[src/design/rtg_pkg.sv]
// shared types, mode codes and luma coefficients for the rgb to gray unit
package rtg_pkg;

   // conversion method codes held in the mode register
   typedef enum logic [3:0] {
      MODE_AVG      = 4'd0,
      MODE_BT709    = 4'd1,
      MODE_BT601    = 4'd2,
      MODE_DESAT    = 4'd3,
      MODE_MAX      = 4'd4,
      MODE_MIN      = 4'd5,
      MODE_RED      = 4'd6,
      MODE_GREEN    = 4'd7,
      MODE_BLUE     = 4'd8,
      MODE_SHADE4   = 4'd9,
      MODE_SHADE16  = 4'd10,
      MODE_SHADE32  = 4'd11,
      MODE_SHADE64  = 4'd12
   } mode_type;

   // q16 luma weights, each set sums to 65536
   localparam logic [15:0] BT709_R = 16'd13933;
   localparam logic [15:0] BT709_G = 16'd46871;
   localparam logic [15:0] BT709_B = 16'd4732;
   localparam logic [15:0] BT601_R = 16'd19595;
   localparam logic [15:0] BT601_G = 16'd38470;
   localparam logic [15:0] BT601_B = 16'd7471;

   // floor(x/3) == (x*683)>>11 for x up to 765
   localparam logic [9:0] DIV3_MUL = 10'd683;
   // floor(v/34) == (v*241)>>13 for v up to 527
   localparam logic [7:0] DIV34_MUL = 8'd241;

   // shade steps: 255/(n-1) for 4 and 16 shades, 256/n for 32 and 64 shades
   localparam logic [9:0] STEP4  = 10'd85;
   localparam logic [9:0] STEP16 = 10'd17;
   localparam logic [9:0] STEP32 = 10'd8;
   localparam logic [9:0] STEP64 = 10'd4;

   // per-pixel features passed from the first stage to the second
   typedef struct packed {
      logic [7:0]  avg;
      logic [7:0]  mid;
      logic [7:0]  vmax;
      logic [7:0]  vmin;
      logic [7:0]  red;
      logic [7:0]  green;
      logic [7:0]  blue;
      logic [23:0] prod_r;
      logic [23:0] prod_g;
      logic [23:0] prod_b;
   } feat_type;

endpackage

[src/design/rtg_feat.sv]
// first stage: channel average, extremes, mid-point and weighted channel products
module rtg_feat
   import rtg_pkg::*;
(
   input  mode_type   mode,
   input  logic [7:0] red,
   input  logic [7:0] green,
   input  logic [7:0] blue,
   output feat_type   feat
);

   logic [9:0]  sum;
   logic [19:0] avg_prod;
   logic [7:0]  max_rg;
   logic [7:0]  min_rg;
   logic [7:0]  vmax;
   logic [7:0]  vmin;
   logic [8:0]  ext_sum;
   logic [15:0] coef_r;
   logic [15:0] coef_g;
   logic [15:0] coef_b;

   assign sum      = {2'b00, red} + {2'b00, green} + {2'b00, blue};
   // divide by three through the reciprocal
   assign avg_prod = {10'd0, sum} * {10'd0, DIV3_MUL};

   assign max_rg  = (red > green) ? red : green;
   assign min_rg  = (red < green) ? red : green;
   assign vmax    = (max_rg > blue) ? max_rg : blue;
   assign vmin    = (min_rg < blue) ? min_rg : blue;
   assign ext_sum = {1'b0, vmax} + {1'b0, vmin};

   always_comb begin
      unique case (mode)
         MODE_BT709: begin
            coef_r = BT709_R;
            coef_g = BT709_G;
            coef_b = BT709_B;
         end
         default: begin
            coef_r = BT601_R;
            coef_g = BT601_G;
            coef_b = BT601_B;
         end
      endcase
   end

   always_comb begin
      feat.avg    = avg_prod[18:11];
      feat.mid    = ext_sum[8:1];
      feat.vmax   = vmax;
      feat.vmin   = vmin;
      feat.red    = red;
      feat.green  = green;
      feat.blue   = blue;
      feat.prod_r = {16'd0, red}   * {8'd0, coef_r};
      feat.prod_g = {16'd0, green} * {8'd0, coef_g};
      feat.prod_b = {16'd0, blue}  * {8'd0, coef_b};
   end

endmodule

[src/design/rtg_select.sv]
// second stage: luma sum, shade quantizers and method select
module rtg_select
   import rtg_pkg::*;
(
   input  mode_type   mode,
   input  feat_type   feat,
   output logic [7:0] gray
);

   logic [25:0] luma_sum;
   logic [9:0]  luma_hi;
   logic [7:0]  luma;
   logic [9:0]  twice;
   logic [9:0]  v85;
   logic [9:0]  v17;
   logic [9:0]  v8;
   logic [9:0]  v4;
   logic [1:0]  q4;
   logic [17:0] q16_prod;
   logic [3:0]  q16;
   logic [5:0]  q32;
   logic [6:0]  q64;
   logic [8:0]  g32;
   logic [8:0]  g64;
   logic [7:0]  shade4;
   logic [7:0]  shade16;
   logic [7:0]  shade32;
   logic [7:0]  shade64;

   assign luma_sum = {2'b00, feat.prod_r} + {2'b00, feat.prod_g} + {2'b00, feat.prod_b};
   assign luma_hi  = luma_sum[25:16];
   assign luma     = (luma_hi > 10'd255) ? 8'd255 : luma_hi[7:0];

   // round half up: (2a+f) / (2f)
   assign twice = {1'b0, feat.avg, 1'b0};
   assign v85   = twice + STEP4;
   assign v17   = twice + STEP16;
   assign v8    = twice + STEP32;
   assign v4    = twice + STEP64;

   // four shades: quotient by 170 is at most three
   assign q4 = 2'(({1'b0, v85 >= 10'd170}) + ({1'b0, v85 >= 10'd340})
               + ({1'b0, v85 >= 10'd510}));
   assign q16_prod = {8'd0, v17} * {10'd0, DIV34_MUL};
   assign q16      = q16_prod[16:13];
   assign q32      = v8[9:4];
   assign q64      = v4[9:3];

   // q*85 and q*17 repeat the quotient bits
   assign shade4  = {q4, q4, q4, q4};
   assign shade16 = {q16, q16};
   assign g32     = {q32, 3'b000};
   assign g64     = {q64, 2'b00};
   assign shade32 = (g32 > 9'd255) ? 8'd255 : g32[7:0];
   assign shade64 = (g64 > 9'd255) ? 8'd255 : g64[7:0];

   always_comb begin
      unique case (mode)
         MODE_AVG:     gray = feat.avg;
         MODE_BT709:   gray = luma;
         MODE_BT601:   gray = luma;
         MODE_DESAT:   gray = feat.mid;
         MODE_MAX:     gray = feat.vmax;
         MODE_MIN:     gray = feat.vmin;
         MODE_RED:     gray = feat.red;
         MODE_GREEN:   gray = feat.green;
         MODE_BLUE:    gray = feat.blue;
         MODE_SHADE4:  gray = shade4;
         MODE_SHADE16: gray = shade16;
         MODE_SHADE32: gray = shade32;
         MODE_SHADE64: gray = shade64;
         default:      gray = 8'd0;
      endcase
   end

endmodule

[src/design/rgb_to_gray_multi_mode_unit.sv]
// top level of the rgb to gray unit: pixel registers, two compute stages, result register
// a pixel goes through the pixel, feature and result registers to rsp_ (strobe high one cycle)
// throughput: one pixel per clock, set by the three-register pipeline with no feedback
// busy is always low since the receiver cannot stall and no stage ever holds
// reset (synchronous, active high) clears the valid flags and sets mode to plain average
// pixel data registers are not reset
module rgb_to_gray_multi_mode_unit
   import rtg_pkg::*;
(
   input  logic       clock,
   input  logic       reset,
   input  logic       start,
   output logic       busy,
   input  logic [7:0] req_red,
   input  logic [7:0] req_green,
   input  logic [7:0] req_blue,
   input  logic       csr_wr_en,
   input  logic [3:0] csr_wr_data,
   output logic       rsp_strobe,
   output logic [7:0] rsp_gray
);

   // mode register
   mode_type   mode_ff;
   mode_type   mode_in;

   // pixel input register
   logic       pix_valid_ff;
   logic       pix_valid_in;
   logic [7:0] red_ff;
   logic [7:0] green_ff;
   logic [7:0] blue_ff;

   // feature register between the two compute stages
   logic       feat_valid_ff;
   feat_type   feat_ff;
   feat_type   feat_in;

   // result register
   logic       rsp_strobe_ff;
   logic [7:0] gray_ff;
   logic [7:0] gray_in;

   logic       accept;

   // no stage ever stalls, so a pixel is taken every cycle start is high
   assign busy   = 1'b0;
   assign accept = start && !busy;

   assign mode_in      = csr_wr_en ? mode_type'(csr_wr_data) : mode_ff;
   assign pix_valid_in = accept;

   always_ff @(posedge clock) begin
      if (reset) begin
         mode_ff       <= MODE_AVG;
         pix_valid_ff  <= 1'b0;
         feat_valid_ff <= 1'b0;
         rsp_strobe_ff <= 1'b0;
      end else begin
         mode_ff       <= mode_in;
         pix_valid_ff  <= pix_valid_in;
         feat_valid_ff <= pix_valid_ff;
         rsp_strobe_ff <= feat_valid_ff;
      end
   end

   // payload registers, loaded only with live beats
   always_ff @(posedge clock) begin
      if (accept) begin
         red_ff   <= req_red;
         green_ff <= req_green;
         blue_ff  <= req_blue;
      end
      if (pix_valid_ff) begin
         feat_ff <= feat_in;
      end
      if (feat_valid_ff) begin
         gray_ff <= gray_in;
      end
   end

   // stage one: average, extremes and weighted products
   rtg_feat u_feat (
      .mode  (mode_ff),
      .red   (red_ff),
      .green (green_ff),
      .blue  (blue_ff),
      .feat  (feat_in)
   );

   // stage two: luma, shades and method select
   rtg_select u_select (
      .mode (mode_ff),
      .feat (feat_ff),
      .gray (gray_in)
   );

   assign rsp_strobe = rsp_strobe_ff;
   assign rsp_gray   = gray_ff;

   // every accepted pixel comes out after the pixel, feature and result registers
   a_latency: assert property (@(posedge clock) disable iff (reset)
      accept |-> ##3 rsp_strobe)
      else $error("accepted pixel did not produce a result beat");

   // no result beat without a pixel taken before it
   a_no_spurious: assert property (@(posedge clock) disable iff (reset)
      rsp_strobe |-> $past(accept, 3))
      else $error("result beat without a matching pixel");

   // the average and the mid-point always lie between the channel extremes
   a_feat_order: assert property (@(posedge clock) disable iff (reset)
      feat_valid_ff |-> (feat_ff.vmin <= feat_ff.avg) && (feat_ff.avg <= feat_ff.vmax)
                        && (feat_ff.vmin <= feat_ff.mid) && (feat_ff.mid <= feat_ff.vmax))
      else $error("average or mid-point outside the channel range");

endmodule

[config.mk]
export PLATFORM = sky130hd
export DESIGN_NAME = rgb_to_gray_multi_mode_unit
export DESIGN_NICKNAME = d
export VERILOG_FILES = /design/src/design/rtg_pkg.sv /design/src/design/rtg_feat.sv /design/src/design/rtg_select.sv /design/src/design/rgb_to_gray_multi_mode_unit.sv
export SDC_FILE = /design/constraint.sdc
export NUM_CORES = 1
export LEC_CHECK = 0
export BUFFER_PORTS_ARGS = -buffer_cell sky130_fd_sc_hd__buf_4
export CAP_MARGIN = 20
export CORE_MARGIN = 2
export CORE_UTILIZATION = 40
export CTS_BUF_LIST = sky130_fd_sc_hd__clkbuf_4 sky130_fd_sc_hd__clkbuf_8 sky130_fd_sc_hd__clkbuf_16
export DETAILED_ROUTE_END_ITERATION = 6
export HOLD_SLACK_MARGIN = 0.15
export PLACE_DENSITY_LB_ADDON = 0.1
export SLEW_MARGIN = 20
export SYNTH_ARGS = -nofsm -noshare
export SYNTH_HDL_FRONTEND = slang
export SYNTH_HIERARCHICAL = 1
export SYNTH_SLANG_ARGS = --single-unit
[constraint.sdc]
create_clock -name clock -period 13.4 [get_ports clock]
set_input_delay 1.34 -clock clock [delete_from_list [all_inputs] [get_ports clock]]
set_output_delay 1.34 -clock clock [all_outputs]
set_load 0.005 [all_outputs]
# Word level (Yosys, flattened, before mapping)

Cells that the tools add are included.

Bits in registers: 167
Input bits: 32
Output and inout bits: 10
Logic and storage cells: 69

$add $sub $neg: 11
Multipliers: 5
$lt $le $gt $ge: 10
Eq/ne operators: 12
Mux-type cells: 11
Reduce and logical (&&, ||, !) cells: 2

Operator list:

| kind                                                                             | count |
|---|---|
| 8-bit one-hot mux with 12 select lines                                           | 1 |
| 8-bit 2-to-1 mux                                                                 | 7 |
| 26-bit by 24-bit adder with 26-bit output                                        | 1 |
| 24-bit by 24-bit adder with 25-bit output                                        | 1 |
| 8-bit by 16-bit multiplier with 24-bit output                                    | 1 |
| 8-bit by 15-bit multiplier with 23-bit output                                    | 1 |
| 8-bit by 13-bit multiplier with 21-bit output                                    | 1 |
| 4-bit equality test (second input constant)                                      | 5 |
| 10-bit by 9-bit >= comparator with 1-bit output (second input constant)          | 2 |
| 10-bit by 10-bit multiplier with 19-bit output (second input constant)           | 1 |
| 8-bit by 8-bit adder with 9-bit output                                           | 2 |
| 9-bit by 8-bit greater-than comparator with 1-bit output (second input constant) | 2 |
| 10-bit by 8-bit multiplier with 17-bit output (second input constant)            | 1 |
| 4-bit by 3-bit equality test with 1-bit output (second input constant)           | 4 |
| 8-bit greater-than comparator                                                    | 2 |
| 8-bit < comparator                                                               | 2 |
| 15-bit 2-to-1 mux                                                                | 1 |
| 14-bit 2-to-1 mux                                                                | 1 |
| 12-bit 2-to-1 mux                                                                | 1 |
| 10-bit by 8-bit adder with 10-bit output                                         | 1 |
| 9-bit by 3-bit adder with 10-bit output (second input constant)                  | 1 |
| 9-bit by 4-bit adder with 10-bit output (second input constant)                  | 1 |
| 9-bit by 5-bit adder with 10-bit output (second input constant)                  | 1 |
| 9-bit by 7-bit adder with 10-bit output (second input constant)                  | 1 |
| other kinds (8)                                                                  | 9 |

# Depth between registers and ports, before layout

Depth after elaboration: 5
Depth in mapped cells: 31
Gate-level depth less buffers: 31

# Hierarchy

Netlist, hierarchy kept.

By module, submodules not included:

| module                      | times used | cells each | area each (sq um) |
|---|---|---|---|
| rtg_feat                    | 1          | 1359       | 11751.3 |
| rgb_to_gray_multi_mode_unit | 1          | 181        | 5034.8 |
| rtg_select                  | 1          | 527        | 4053.9 |

# Worst setup path before layout

OpenSTA, ideal clock, no wires.

Path type: register -> register
Start point: register blue_ff[1]
End point: register feat_ff[127] (netlist bit) (data pin)
Arrival time: 6730 ps
Setup slack: 6410 ps
Stages on the path, launching flop included: 32
Buffers on the path: 0
Period minus slack after synthesis: 6990 ps
Cell sequence: edfxtp_1 inv_1 fa_1 inv_1 ha_1 inv_1 fa_1 inv_1 a21oi_1 o21bai_1 a21oi_1 o21bai_1 xor2_1 xnor2_1 inv_1 ha_1 inv_1 fa_1 inv_1 fa_1 inv_1 fa_1 inv_1 ha_1 a21o_1 a21o_1 a221oi_2 o21ai_1 o41a_1 a21o_1 a21oi_1 xnor2_1

RTL lines:

| item                   | RTL line                          | RTL |
|---|---|---|
| from (decl)            | rgb_to_gray_multi_mode_unit.sv:32 | `logic [7:0] blue_ff;` |
| from (signal assigned) | rgb_to_gray_multi_mode_unit.sv:72 | `blue_ff <= req_blue;` |
| to (signal assigned)   | rgb_to_gray_multi_mode_unit.sv:75 | `feat_ff <= feat_in;` |
| to (decl)              | rgb_to_gray_multi_mode_unit.sv:36 | `feat_type feat_ff;` |

==> impl_metrics.toml <==
[cts]
clock_sinks = 167
tritoncts = "built"
root_buffer = "clkbuf_16"
postCtsResizedCells = 0
clk_pin_slew_ns = 0.08
cts_buffers = 17
clk_latency_ns = 0.49
ctsHoldBuffers = 0
h-tree-depth = 4
cts_setup_buffers = 0
clk_path_buf_depth = 2

[critical_path]
cp.depth = 31
r2r-start = "green_ff[1]"
worst-path-buf-inv = 9
required_ns = 13.64
path_max_fanout = 8
critPathTopFamily = "adder cells"
reg2reg_depth = 31
critPathKind = "register to register"
rrSetupSlack_ns = 5.56
cp-end-kind = "register"
slowest_stage = "edfxtp_1"
cpMostUsedCell = "inv_1"
r2r-end = "feat_ff[127]"
worstSetupStartpointType = "register"
cp.arrival_ns = 8.08
max_stage_delay_ns = 0.63

[timing]
max_freq_ghz = 0.1276
worst_pin_slew_ns = 0.8622
rsz0062_at_grt = "false"
period_share_pct = 58.49
finalSetupViolCount = 0
fin_tns_setup_ns = 0
slew_viol_final = 0
finalCriticalPeriod_ns = 7.838
relSlewSlack_pct = 42.31
fin_skew_ns = 0.01571
hold_viol_final = 0

[logic_synthesis]
synth_compound_area_share_pct = 12.63
yosysWarnings = 6
synth_area_mm2 = 0.02084
async_reset_ff_share_pct = 0
yosys.area_share.adder_pct = 40.72
yosys-top-cells-count = "inv_1, ha_1, fa_1, edfxtp_1, nor2_1"
syn_inst = 2067
yosysMostFrequentCell = "inv_1"
synth_area_leaders = "edfxtp_1, fa_1, ha_1"
synth_top_family_by_area = "adder cells"
synth-seq-cells = 167
synth-simple-area-share_pct = 8.640
yosysUniqueCellTypes = 92
ys_seq_area_share_pct = 23.73
synth_top_cell_area_share_pct = 23.05
yosys.area.top_type = "edfxtp_1"
synthMuxAreaShare_pct = 1.309
yosys_most_used_dff = "edfxtp_1"
synth_area_per_cell_um2 = 10.08
synth_xor_area_share_pct = 3.782
synth_edf_count = 160

[routing]
drtPass1Iterations = 7
wire_per_inst_um = 20.37
wl_um = 56390
drcViolationCount = 0
avgViaCountPerCell = 5.259
final_antenna_net_count = 0
num_vias = 14556
first_iter_violations = 818

[global_routing]
gr-total-overflow = 0
grt.total_usage_pct = 21.93
antenna_found_initial = 1
grt_pass1_wl_um = 87800
grt_max_degree = 53
first_global_vias = 14864

[placement]
portBuffers = 40
placed_cell_area_mm2 = 0.02173
gp_congestion = 0.8898
placed_cells = 2737
dpl.hpwl_um = 47290

[min_path]
worst_hold_path.num_cells = 0
hold-path-endpoint = "rsp_gray[2]"
hp-class = "register to register"
hp-start = "feat_valid_ff"

[floorplanning]
fp.dieW_um = 232.3
die-height_um = 232.3
die_area_mm2 = 0.05394
coreArea_mm2 = 0.05141
io_pins = 42
start_util_pct = 40.54
fp-row-count = 83

[layout]
final_cells = 2768
fillers = 5001
final_nets = 2656
insertedDiodeCount = 0
final_cell_area_mm2 = 0.02227
layout-drive-gt1-share_pct = 5.651
area_growth_pct = 6.850

[flow_run]
max_cap_violations = 0

[run_status]
status = "complete, no violations"
[stage by stage]
stage | worst slack, ns | hold WS [ns] | util [%]
2_1_floorplan | 6.410 | 0.4833 | -
3_3_place_gp | 5.708 | 0.6708 | 42.28
3_5_place_dp | 5.526 | 0.6810 | 42.28
4_1_cts | 5.539 | 0.6947 | 43.30
5_1_grt | 5.170 | 0.7000 | 43.32
6_report | 5.562 | 0.6732 | 43.32
[per-layer routing]
| metal | wire (um) | global-route usage [%] | up-vias |
|---|---|---|---|
| li1 | - | - | 7007 |
| met1 | 27650 | 31.56 | 7289 |
| met2 | 26190 | 35.04 | 213 |
| met3 | 1536 | 2.480 | 47 |
| met4 | 1012 | 5.629 | 0 |
| met5 | 0 | 0 | - |
[registers in the layout, indices dropped and copies added (netlist names)]
name / count
rsp_strobe: 1
pix_valid_ff: 1
green_ff: 8
mode_ff: 4
red_ff: 8
rsp_gray: 8
feat_ff: 128
feat_valid_ff: 1
blue_ff: 8
[worst max path at each step]
stage / slack (ns) / start / end
4_1_cts: 5.54 / green_ff[1] / feat_ff[127]
3_3_place_gp: 5.71 / green_ff[1] / feat_ff[127]
2_1_floorplan: 6.41 / blue_ff[1] / feat_ff[127]
5_1_grt: 5.17 / green_ff[1] / feat_ff[127]
6_report: 5.56 / green_ff[1] / feat_ff[127]
3_5_place_dp: 5.53 / green_ff[1] / feat_ff[127]
[cell type report]
type | instances | area [um^2] | area share (%)
timing repair buffer | 48 | 360.3 | 1.618
multi-input combinational | 1437 | 14060 | 63.15
tap | 680 | 850.8 | 3.821
clock inverter | 14 | 101.3 | 0.4551
inverter | 405 | 1520 | 6.827
clock buffer | 17 | 425.4 | 1.910
sequential | 167 | 4949 | 22.22
[logic make-up after synthesis]
family,Yosys count
mux,26
buf+inv,478
other cells,3
xor+xnor,90
flops,167
fa+ha+maj,548
simple gates,363
compound gates,392
[layout by cell type (no fill, tap or decap), types with 48 or more instances in the layout]
cell and count:
a21oi_1 96, buf_4 48, edfxtp_1 160, fa_1 217, ha_1 331, inv_1 405
nand2_1 78, nor2_1 112, o21ai_0 72, xnor2_1 64
Power is left out: the tool's default activity adds up to more than one toggle a clock period on the data nets, which glitch-free logic cannot reach.
